## src/rtl/edbs_pkg.sv

```systemverilog
// Shared types and constants for the echo-detect blink scheduler.
package edbs_pkg;

	localparam int PERIOD_W    = 15;
	localparam int PING_W      = 8;
	localparam int THRESH_W    = 21;
	localparam int OFFSET_W    = 10;
	localparam int BLINK_W     = 16;
	localparam int CFG_IDX_W   = 3;
	localparam int CFG_DATA_W  = 21;

	localparam logic OP_TICK = 1'b0;
	localparam logic OP_ECHO = 1'b1;

	localparam logic [CFG_IDX_W-1:0] REG_ON_PERIOD       = 3'd0;
	localparam logic [CFG_IDX_W-1:0] REG_HEARTBEAT_OFF   = 3'd1;
	localparam logic [CFG_IDX_W-1:0] REG_DETECTED_OFF    = 3'd2;
	localparam logic [CFG_IDX_W-1:0] REG_PING_PERIOD     = 3'd3;
	localparam logic [CFG_IDX_W-1:0] REG_MAG_THRESHOLD   = 3'd4;
	localparam logic [CFG_IDX_W-1:0] REG_IDLE_OFFSET     = 3'd5;

	localparam logic [PERIOD_W-1:0] RST_ON_PERIOD     = 15'd40;
	localparam logic [PERIOD_W-1:0] RST_HEARTBEAT_OFF = 15'd960;
	localparam logic [PERIOD_W-1:0] RST_DETECTED_OFF  = 15'd160;
	localparam logic [PING_W-1:0]   RST_PING_PERIOD   = 8'd30;
	localparam logic [THRESH_W-1:0] RST_MAG_THRESHOLD = 21'd5000;
	localparam logic [OFFSET_W-1:0] RST_IDLE_OFFSET   = 10'd0;

	// Timing and threshold settings seen by the scheduler stage
	typedef struct packed {
		logic [PERIOD_W-1:0] on_period;
		logic [PERIOD_W-1:0] heartbeat_off_period;
		logic [PERIOD_W-1:0] detected_off_period;
		logic [PING_W-1:0]   ping_period;
		logic [THRESH_W-1:0] magnitude_threshold;
	} sched_cfg_t;

	// Control travelling with the lane results
	typedef struct packed {
		logic valid;
		logic opcode;
	} stage_ctrl_t;

endpackage

```

## src/rtl/edbs_cfg.sv

```systemverilog
// Configuration register file for the echo-detect blink scheduler.
module edbs_cfg (
	input  logic                              clk,
	input  logic                              arst_n,
	input  logic                              cfg_valid,
	input  logic [edbs_pkg::CFG_IDX_W-1:0]    cfg_index,
	input  logic [edbs_pkg::CFG_DATA_W-1:0]   cfg_data,
	output edbs_pkg::sched_cfg_t              sched_cfg,
	output logic [edbs_pkg::OFFSET_W-1:0]     idle_offset
);

	edbs_pkg::sched_cfg_t              cfg_q;
	logic [edbs_pkg::OFFSET_W-1:0]     idle_offset_q;

	always_ff @(posedge clk or negedge arst_n) begin
		if (!arst_n) begin
			cfg_q.on_period            <= edbs_pkg::RST_ON_PERIOD;
			cfg_q.heartbeat_off_period <= edbs_pkg::RST_HEARTBEAT_OFF;
			cfg_q.detected_off_period  <= edbs_pkg::RST_DETECTED_OFF;
			cfg_q.ping_period          <= edbs_pkg::RST_PING_PERIOD;
			cfg_q.magnitude_threshold  <= edbs_pkg::RST_MAG_THRESHOLD;
			idle_offset_q              <= edbs_pkg::RST_IDLE_OFFSET;
		end else if (cfg_valid) begin
			unique case (cfg_index)
				edbs_pkg::REG_ON_PERIOD:
					cfg_q.on_period <= cfg_data[edbs_pkg::PERIOD_W-1:0];
				edbs_pkg::REG_HEARTBEAT_OFF:
					cfg_q.heartbeat_off_period <= cfg_data[edbs_pkg::PERIOD_W-1:0];
				edbs_pkg::REG_DETECTED_OFF:
					cfg_q.detected_off_period <= cfg_data[edbs_pkg::PERIOD_W-1:0];
				edbs_pkg::REG_PING_PERIOD:
					cfg_q.ping_period <= cfg_data[edbs_pkg::PING_W-1:0];
				edbs_pkg::REG_MAG_THRESHOLD:
					cfg_q.magnitude_threshold <= cfg_data[edbs_pkg::THRESH_W-1:0];
				edbs_pkg::REG_IDLE_OFFSET:
					idle_offset_q <= cfg_data[edbs_pkg::OFFSET_W-1:0];
				default: ; // drop writes to unmapped indexes
			endcase
		end
	end

	assign sched_cfg   = cfg_q;
	assign idle_offset = idle_offset_q;

endmodule

```

## src/rtl/edbs_lane.sv

```systemverilog
// One echo lane: remove the DC offset from a sample and register its square.
module edbs_lane #(
	parameter int SAMPLE_BITS = 10,
	parameter int DEV_W       = 11
) (
	input  logic                          clk,
	input  logic                          en,
	input  logic [SAMPLE_BITS-1:0]        sample,
	input  logic [edbs_pkg::OFFSET_W-1:0] idle_offset,
	output logic [2*DEV_W-1:0]            square_s1
);

	logic signed [DEV_W-1:0]   sample_ext;
	logic signed [DEV_W-1:0]   offset_ext;
	logic signed [DEV_W-1:0]   deviation;
	logic signed [2*DEV_W-1:0] product;

	assign sample_ext = $signed(DEV_W'(sample));
	assign offset_ext = $signed(DEV_W'(idle_offset));
	assign deviation  = sample_ext - offset_ext;
	assign product    = deviation * deviation;

	always_ff @(posedge clk) begin
		if (en) begin
			square_s1 <= $unsigned(product);
		end
	end

endmodule

```

## src/rtl/edbs_sched.sv

```systemverilog
// Merge of the lane squares, detection, and blink/ping scheduling with output register.
module edbs_sched #(
	parameter int SQ_W = 22
) (
	input  logic                 clk,
	input  logic                 arst_n,
	input  logic                 load,
	input  logic                 out_stall,
	input  edbs_pkg::stage_ctrl_t ctrl_s1,
	input  logic [SQ_W-1:0]      first_square_s1,
	input  logic [SQ_W-1:0]      second_square_s1,
	input  edbs_pkg::sched_cfg_t sched_cfg,
	output logic                 out_valid,
	output logic                 led_level,
	output logic                 fire_ping,
	output logic                 echo_detected
);

	localparam int SUM_W = SQ_W + 1;
	localparam int CMP_W = (SUM_W > edbs_pkg::THRESH_W) ? SUM_W : edbs_pkg::THRESH_W;

	logic [SUM_W-1:0]                sum_sq;
	logic                            detected_n;
	logic [edbs_pkg::BLINK_W-1:0]    blink_inc;
	logic [edbs_pkg::PING_W-1:0]     ping_inc;
	logic [edbs_pkg::PERIOD_W-1:0]   off_period;
	logic [edbs_pkg::BLINK_W-1:0]    blink_n;
	logic                            led_n;
	logic [edbs_pkg::PING_W-1:0]     ping_n;
	logic                            fire_n;

	logic [edbs_pkg::BLINK_W-1:0]    blink_count_q;
	logic [edbs_pkg::PING_W-1:0]     ping_count_q;
	logic                            led_lit_q;
	logic                            detected_q;
	logic                            fire_q;
	logic                            out_valid_q;

	assign sum_sq = SUM_W'(first_square_s1) + SUM_W'(second_square_s1);

	always_comb begin
		detected_n = detected_q;
		blink_inc  = blink_count_q;
		ping_inc   = ping_count_q;
		if (ctrl_s1.opcode == edbs_pkg::OP_ECHO) begin
			detected_n = CMP_W'(sum_sq) > CMP_W'(sched_cfg.magnitude_threshold);
		end else begin
			blink_inc = blink_count_q + 1'b1;
			ping_inc  = ping_count_q + 1'b1;
		end

		off_period = detected_n ? sched_cfg.detected_off_period
		                        : sched_cfg.heartbeat_off_period;
		blink_n = blink_inc;
		led_n   = led_lit_q;
		if (led_lit_q) begin
			if (blink_inc > edbs_pkg::BLINK_W'(sched_cfg.on_period)) begin
				blink_n = '0;
				led_n   = 1'b0;
			end
		end else begin
			if (blink_inc > edbs_pkg::BLINK_W'(off_period)) begin
				blink_n = '0;
				led_n   = 1'b1;
			end
		end

		ping_n = ping_inc;
		fire_n = 1'b0;
		if (ping_inc > sched_cfg.ping_period) begin
			ping_n = '0;
			fire_n = 1'b1;
		end
	end

	always_ff @(posedge clk or negedge arst_n) begin
		if (!arst_n) begin
			blink_count_q <= '0;
			ping_count_q  <= '0;
			led_lit_q     <= 1'b0;
			detected_q    <= 1'b0;
			fire_q        <= 1'b0;
			out_valid_q   <= 1'b0;
		end else if (load) begin
			blink_count_q <= blink_n;
			ping_count_q  <= ping_n;
			led_lit_q     <= led_n;
			detected_q    <= detected_n;
			fire_q        <= fire_n;
			out_valid_q   <= 1'b1;
		end else if (!out_stall) begin
			out_valid_q   <= 1'b0;
		end
	end

	assign out_valid     = out_valid_q;
	assign led_level     = led_lit_q;
	assign fire_ping     = fire_q;
	assign echo_detected = detected_q;

	a_fire_clears_ping: assert property (@(posedge clk) disable iff (!arst_n)
		(out_valid_q && fire_q) |-> (ping_count_q == '0))
		else $error("ping fired but ping counter not cleared");

	a_toggle_clears_blink: assert property (@(posedge clk) disable iff (!arst_n)
		(led_lit_q != $past(led_lit_q)) |-> (blink_count_q == '0))
		else $error("indicator toggled without clearing blink counter");

	a_result_from_stage: assert property (@(posedge clk) disable iff (!arst_n)
		$rose(out_valid_q) |-> $past(ctrl_s1.valid))
		else $error("result appeared without an item in the lane stage");

	a_load_needs_item: assert property (@(posedge clk) disable iff (!arst_n)
		load |-> ctrl_s1.valid)
		else $error("scheduler state advanced with no item");

endmodule

```

## src/rtl/echo_detect_blink_scheduler_core.sv

```systemverilog
// Top level of the echo-detect blink scheduler.
// Takes one item per clock cycle while in_stall is low. The lane stage registers the
// two lane squares (one multiplier per sample); the scheduler stage sums them, compares with
// the threshold and updates the blink and ping counters into the output register, so the
// state loop closes at that register and items follow each other back to back. A result
// waiting under out_stall still lets one more item enter the lane stage. Configuration
// writes are always taken (cfg_ready is tied high) and must be made while the block is idle.
module echo_detect_blink_scheduler_core #(
	parameter int SAMPLE_BITS = 10
) (
	input  logic                             clk,
	input  logic                             arst_n,
	input  logic                             in_valid,
	output logic                             in_stall,
	input  logic                             opcode,
	input  logic [SAMPLE_BITS-1:0]           first_sample,
	input  logic [SAMPLE_BITS-1:0]           second_sample,
	output logic                             out_valid,
	input  logic                             out_stall,
	output logic                             led_level,
	output logic                             fire_ping,
	output logic                             echo_detected,
	input  logic                             cfg_valid,
	output logic                             cfg_ready,
	input  logic [edbs_pkg::CFG_IDX_W-1:0]   cfg_index,
	input  logic [edbs_pkg::CFG_DATA_W-1:0]  cfg_data
);

	localparam int DEV_W = ((SAMPLE_BITS > edbs_pkg::OFFSET_W) ? SAMPLE_BITS
	                                                           : edbs_pkg::OFFSET_W) + 1;
	localparam int SQ_W  = 2 * DEV_W;

	edbs_pkg::sched_cfg_t          sched_cfg;
	logic [edbs_pkg::OFFSET_W-1:0] idle_offset;
	edbs_pkg::stage_ctrl_t         ctrl_s1;
	logic [SQ_W-1:0]               first_square_s1;
	logic [SQ_W-1:0]               second_square_s1;
	logic                          s2_load;
	logic                          s1_en;

	// Output register frees when empty or when its result transfers this cycle
	assign s2_load  = ctrl_s1.valid && (!out_valid || !out_stall);
	assign s1_en    = !ctrl_s1.valid || s2_load;
	assign in_stall = !s1_en;
	assign cfg_ready = 1'b1;

	always_ff @(posedge clk or negedge arst_n) begin
		if (!arst_n) begin
			ctrl_s1 <= '0;
		end else if (s1_en) begin
			ctrl_s1.valid  <= in_valid;
			ctrl_s1.opcode <= opcode;
		end
	end

	edbs_cfg u_cfg (
		.clk         (clk),
		.arst_n      (arst_n),
		.cfg_valid   (cfg_valid),
		.cfg_index   (cfg_index),
		.cfg_data    (cfg_data),
		.sched_cfg   (sched_cfg),
		.idle_offset (idle_offset)
	);

	edbs_lane #(.SAMPLE_BITS(SAMPLE_BITS), .DEV_W(DEV_W)) u_lane_first (
		.clk         (clk),
		.en          (s1_en),
		.sample      (first_sample),
		.idle_offset (idle_offset),
		.square_s1   (first_square_s1)
	);

	edbs_lane #(.SAMPLE_BITS(SAMPLE_BITS), .DEV_W(DEV_W)) u_lane_second (
		.clk         (clk),
		.en          (s1_en),
		.sample      (second_sample),
		.idle_offset (idle_offset),
		.square_s1   (second_square_s1)
	);

	edbs_sched #(.SQ_W(SQ_W)) u_sched (
		.clk              (clk),
		.arst_n           (arst_n),
		.load             (s2_load),
		.out_stall        (out_stall),
		.ctrl_s1          (ctrl_s1),
		.first_square_s1  (first_square_s1),
		.second_square_s1 (second_square_s1),
		.sched_cfg        (sched_cfg),
		.out_valid        (out_valid),
		.led_level        (led_level),
		.fire_ping        (fire_ping),
		.echo_detected    (echo_detected)
	);

endmodule

```

## config.mk

```make
export PLATFORM = sky130hd
export DESIGN_NAME = echo_detect_blink_scheduler_core
export DESIGN_NICKNAME = d
export VERILOG_FILES = /design/src/rtl/edbs_pkg.sv /design/src/rtl/edbs_cfg.sv /design/src/rtl/edbs_lane.sv /design/src/rtl/edbs_sched.sv /design/src/rtl/echo_detect_blink_scheduler_core.sv
export SDC_FILE = /design/constraint.sdc
export NUM_CORES = 1
export LEC_CHECK = 0
export BUFFER_PORTS_ARGS = -buffer_cell sky130_fd_sc_hd__buf_4
export CAP_MARGIN = 20
export CORE_MARGIN = 2
export CORE_UTILIZATION = 35
export CTS_CLUSTER_DIAMETER = 60
export DETAILED_ROUTE_END_ITERATION = 8
export GPL_TIMING_DRIVEN = 0
export SLEW_MARGIN = 20
export SYNTH_ARGS = -nofsm -noshare
export SYNTH_HDL_FRONTEND = slang
export SYNTH_SLANG_ARGS = --single-unit
```

## constraint.sdc

```tcl
create_clock -name clk -period 8.7 [get_ports clk]
set_input_delay 1.74 -clock clk [delete_from_list [all_inputs] [get_ports clk]]
set_output_delay 1.74 -clock clk [all_outputs]
set_load 0.03 [all_outputs]
```

==> reports/results.tsv <==
stage	metric	value	unit
run_status	status	finished clean	
global_route	pin count of the biggest net entering global routing	79	
sta	final hold violations	0	
cts	worst-case clock buffer depth	2	
global_route	vias in the first global route	13630	
layout	synthesis-to-layout area growth	12.23	%
synthesis	post-synth net total	2318	
cts	clk_lat worst skew	0.44	ns
cts	Worst-path clk slew	0.07	ns
floorplanning	chip height	229.5	microns
sta	fin. max-slew vios	0	
worst_setup_path	Setup crit end kind	register	
floorplanning	DIE WIDTH	229.5	microns
sta	min cycle time layout	8.512	ns
synthesis	synthesized area per cell	9.529	sq um
synthesis	Synth area leader	fa_1	
worst_setup_path	kind of critical path	primary input to register	
layout	n_diodes	0	
sta	Least-Margin Pin Slew	0.9657	ns
synthesis	post-synthesis sequential area ratio	0.2323	
worst_setup_path	CP max stage delay	0.55	ns
floorplanning	I/O pin count	56	
sta	fin crit share	0.9784	
synthesis	Mapped Area	0.01780	sq mm
placed_design	placer's final routability congestion estimate	0.8665	
min_path	Hold Path Class	register to register	
global_route	GRT overflow	0	
synthesis	Mapped Cells	1868	
worst_setup_path	WP depth	28	
layout	commonest non-fill, non-tap cell in the layout	inv_1	
sta	RSZ-0062 raised after global routing	false	
floorplanning	die area	0.05267	sq mm
job	Max Cap Violations	0	
cts	TritonCTS clock tree	done	
synthesis	top post-synthesis cells by area	fa_1 23%, ha_1 14%, dfrtp_1 14%	
worst_setup_path	slowest CP cell	fa_1	
worst_setup_path	CP Buf/Inv Count	7	
worst_setup_path	CP Data Arrival Time	8.82	ns
global_route	global-route wire length before repair	69.17	mm
drt	detailed-route vias per instance	4.964	
drt	drt first-iter violations	713	
drt	via count	13080	
sta	Peak Freq	117.5	MHz
layout	share of cells above drive strength 1	0.1146	
synthesis	Post-synth ARST share	0.7308	
min_path	Hold Path Depth	1	
sta	slew margin rel.	0.3540	
cts	number of H-tree levels	4	
cts	CTS Root Cell	clkbuf_16	
drt	DRC viols	0	
cts	cts bufs inserted	17	
synthesis	register bit total from synthesis	156	
worst_setup_path	crit-path most repeated cell	inv_1	
floorplanning	Core ar.	0.05017	sq mm
drt	router iterations before antenna repair	7	
synthesis	Top FF cell, synth	dfrtp_1	
placed_design	HPWL Detailed	34.50	mm
sta	setup total negative slack	0	ns
worst_setup_path	worst path required time	9.01	ns
worst_setup_path	worst r2r path cells	26	
worst_setup_path	crit path max fanout	5	
cts	CTS sink count	156	
worst_setup_path	startpoint types	primary input	
synthesis	Post-synth EDFFs	42	
sta	Worst Clk Skew	0.01225	ns
synthesis	top-area cell type share of the netlist area	0.2306	
synthesis	Ys Warns	0	
drt	Post-DRT Antenna Nets	0	
worst_setup_path	delay-heaviest family, CP	adder cells	
floorplanning	Initial Util	0.3548	
synthesis	Synth cell types	70	
drt	WL final	41.88	mm
global_route	total track usage	0.1651	
sta	endpoints failing setup	0	
global_route	initial antenna violation count	0	
drt	Avg WL per Cell	15.89	microns
layout	Final #Nets	2400	
placed_design	port bufs	54	
floorplanning	Rows	82	
layout	most frequent cells in the layout	396 x inv_1, 202 x fa_1, 194 x ha_1, 131 x nand2_1, 125 x nor2_1	
cell usage after synthesis, types with 3 or more instances:
cell type and number:
o31ai_1 7, and2_1 23, mux2i_1 16, buf_2 3, edfxtp_1 42, nor3_1 28, a31o_2 3, inv_1 399
nor4_1 5, mux2_2 53, a31oi_1 6, or2_2 5, o211ai_1 3, o21ai_0 85, nor2_1 127, dfrtp_1 97
a211oi_1 10, nand3b_1 3, nor3b_1 3, nand3_1 23, or3_1 4, a211o_1 4, a21o_1 26, o21bai_1 3
and3_1 16, a22o_1 16, xnor2_1 66, a2111oi_0 4, nand2_1 131, a21oi_1 63, fa_1 205, dfstp_2 17
clkbuf_1 27, o21a_1 19, nand2b_1 16, ha_1 195, nand4_1 16, nor2b_1 25, xor2_1 32
repair_timing:
item / CTS / global route
pin swaps: 1 / 11
cloned: 0 / 0
gates resized for setup: 14 / 28
setup buffers: 4 / 6
endpoints found under the setup margin: 12 / 11
hold buffers: 0 / 0
path summary, 6_finish.rpt:
path / startpoint / endpoint / slack, ns
setup / recovery: first_sample[0] / u_lane_first.square_s1[21]$_DFFE_PN_ / 0.19
hold / removal: u_cfg.sched_cfg[54]$_DFFE_PN0P_ / u_cfg.sched_cfg[54]$_DFFE_PN0P_ / 0.51
setup reg to reg: u_cfg.idle_offset[0]$_DFFE_PN0P_ / u_lane_first.square_s1[21]$_DFFE_PN_ / 1.14
hold reg to reg: u_cfg.sched_cfg[54]$_DFFE_PN0P_ / u_cfg.sched_cfg[54]$_DFFE_PN0P_ / 0.51
max in group asynchronous: arst_n / u_cfg.sched_cfg[3]$_DFFE_PN1P_ / 6.76
min in group asynchronous: arst_n / u_sched.blink_count_q[12]$_DFFE_PN0P_ / 1.20
through the flow:
step | area [sq um] | std cells | util | hold WS (ns) | worst slack, ns
2_1_floorplan | 17800 | 1868 | - | 0.4713 | 0.2758
3_3_place_gp | 19050 | 2594 | 0.3796 | 0.4842 | -0.9313
3_5_place_dp | 19120 | 2596 | 0.3812 | 0.4938 | -1.050
4_1_cts | 19800 | 2630 | 0.3947 | 0.5096 | 0.03706
5_1_grt | 19980 | 2635 | 0.3982 | 0.5273 | 0.01658
6_report | 19980 | 2635 | 0.3982 | 0.5055 | 0.1875
per-layer routing:
layer,global-route usage,vias to the layer above,wire [microns]
li1,-,6201,-
met5,0,-,0
met3,0.02615,44,1784
met2,0.2752,254,20050
met1,0.2260,6582,19310
met4,0.03531,0,737
cells by family (layout without fill, tap and decap cells):
family | Yosys count | in the layout | synth area share
XOR/XNOR | 99 | 99 | 0.04914
AND/OR/NAND/NOR | 432 | 432 | 0.1136
other | 1 | 1 | 0.0002107
adder cells (fa/ha/maj) | 400 | 400 | 0.3676
AO/OA/AOI/OAI | 277 | 277 | 0.1023
flip-flops | 156 | 156 | 0.2323
multiplexers | 69 | 69 | 0.04253
buffers and inverters | 434 | 529 | 0.09223
flip-flops by register name, summed over array words and instances, names as in the netlist:
| register | count |
|---|---|
| u_sched.blink_count_q | 16 |
| u_lane_second.square_s1 | 21 |
| u_sched.ping_count_q | 8 |
| u_cfg.sched_cfg | 74 |
| u_sched.out_valid | 1 |
| u_sched.echo_detected | 1 |
| ctrl_s1 | 2 |
| u_sched.led_level | 1 |
| u_sched.fire_ping | 1 |
| u_cfg.idle_offset | 10 |
| u_lane_first.square_s1 | 21 |
layout make-up:
cell class	count	area, sq um
clock inverters	13	126.4
clock buffers	19	464.2
plain buffers	30	128.9
flip-flops and latches	156	4135
well taps	672	840.8
repair buffers	66	539.3
multi-input cells	1278	12230
fillers	4956	30190
inverters	401	1514
worst register-to-register path, cell delays in order (launching register included):
cell      delay (ns)
dfrtp_1         0.50
ha_1            0.24
inv_1           0.06
fa_2            0.37
a21oi_1         0.14
nor2b_1         0.09
o31ai_2         0.35
nor2b_4         0.26
xor2_4          0.30
nor2_2          0.11
fa_1            0.55
inv_1           0.05
fa_1            0.49
fa_1            0.49
inv_1           0.05
fa_1            0.47
inv_1           0.05
fa_1            0.49
inv_1           0.05
ha_2            0.29
a211o_1         0.30
o311a_4         0.34
o41ai_4         0.34
o21ai_2         0.14
or4_4           0.45
a2111o_1        0.38
nand4_1         0.10
Power is left out: the tool's default activity adds up to more than one toggle a clock period on the data nets, which glitch-free logic cannot reach.
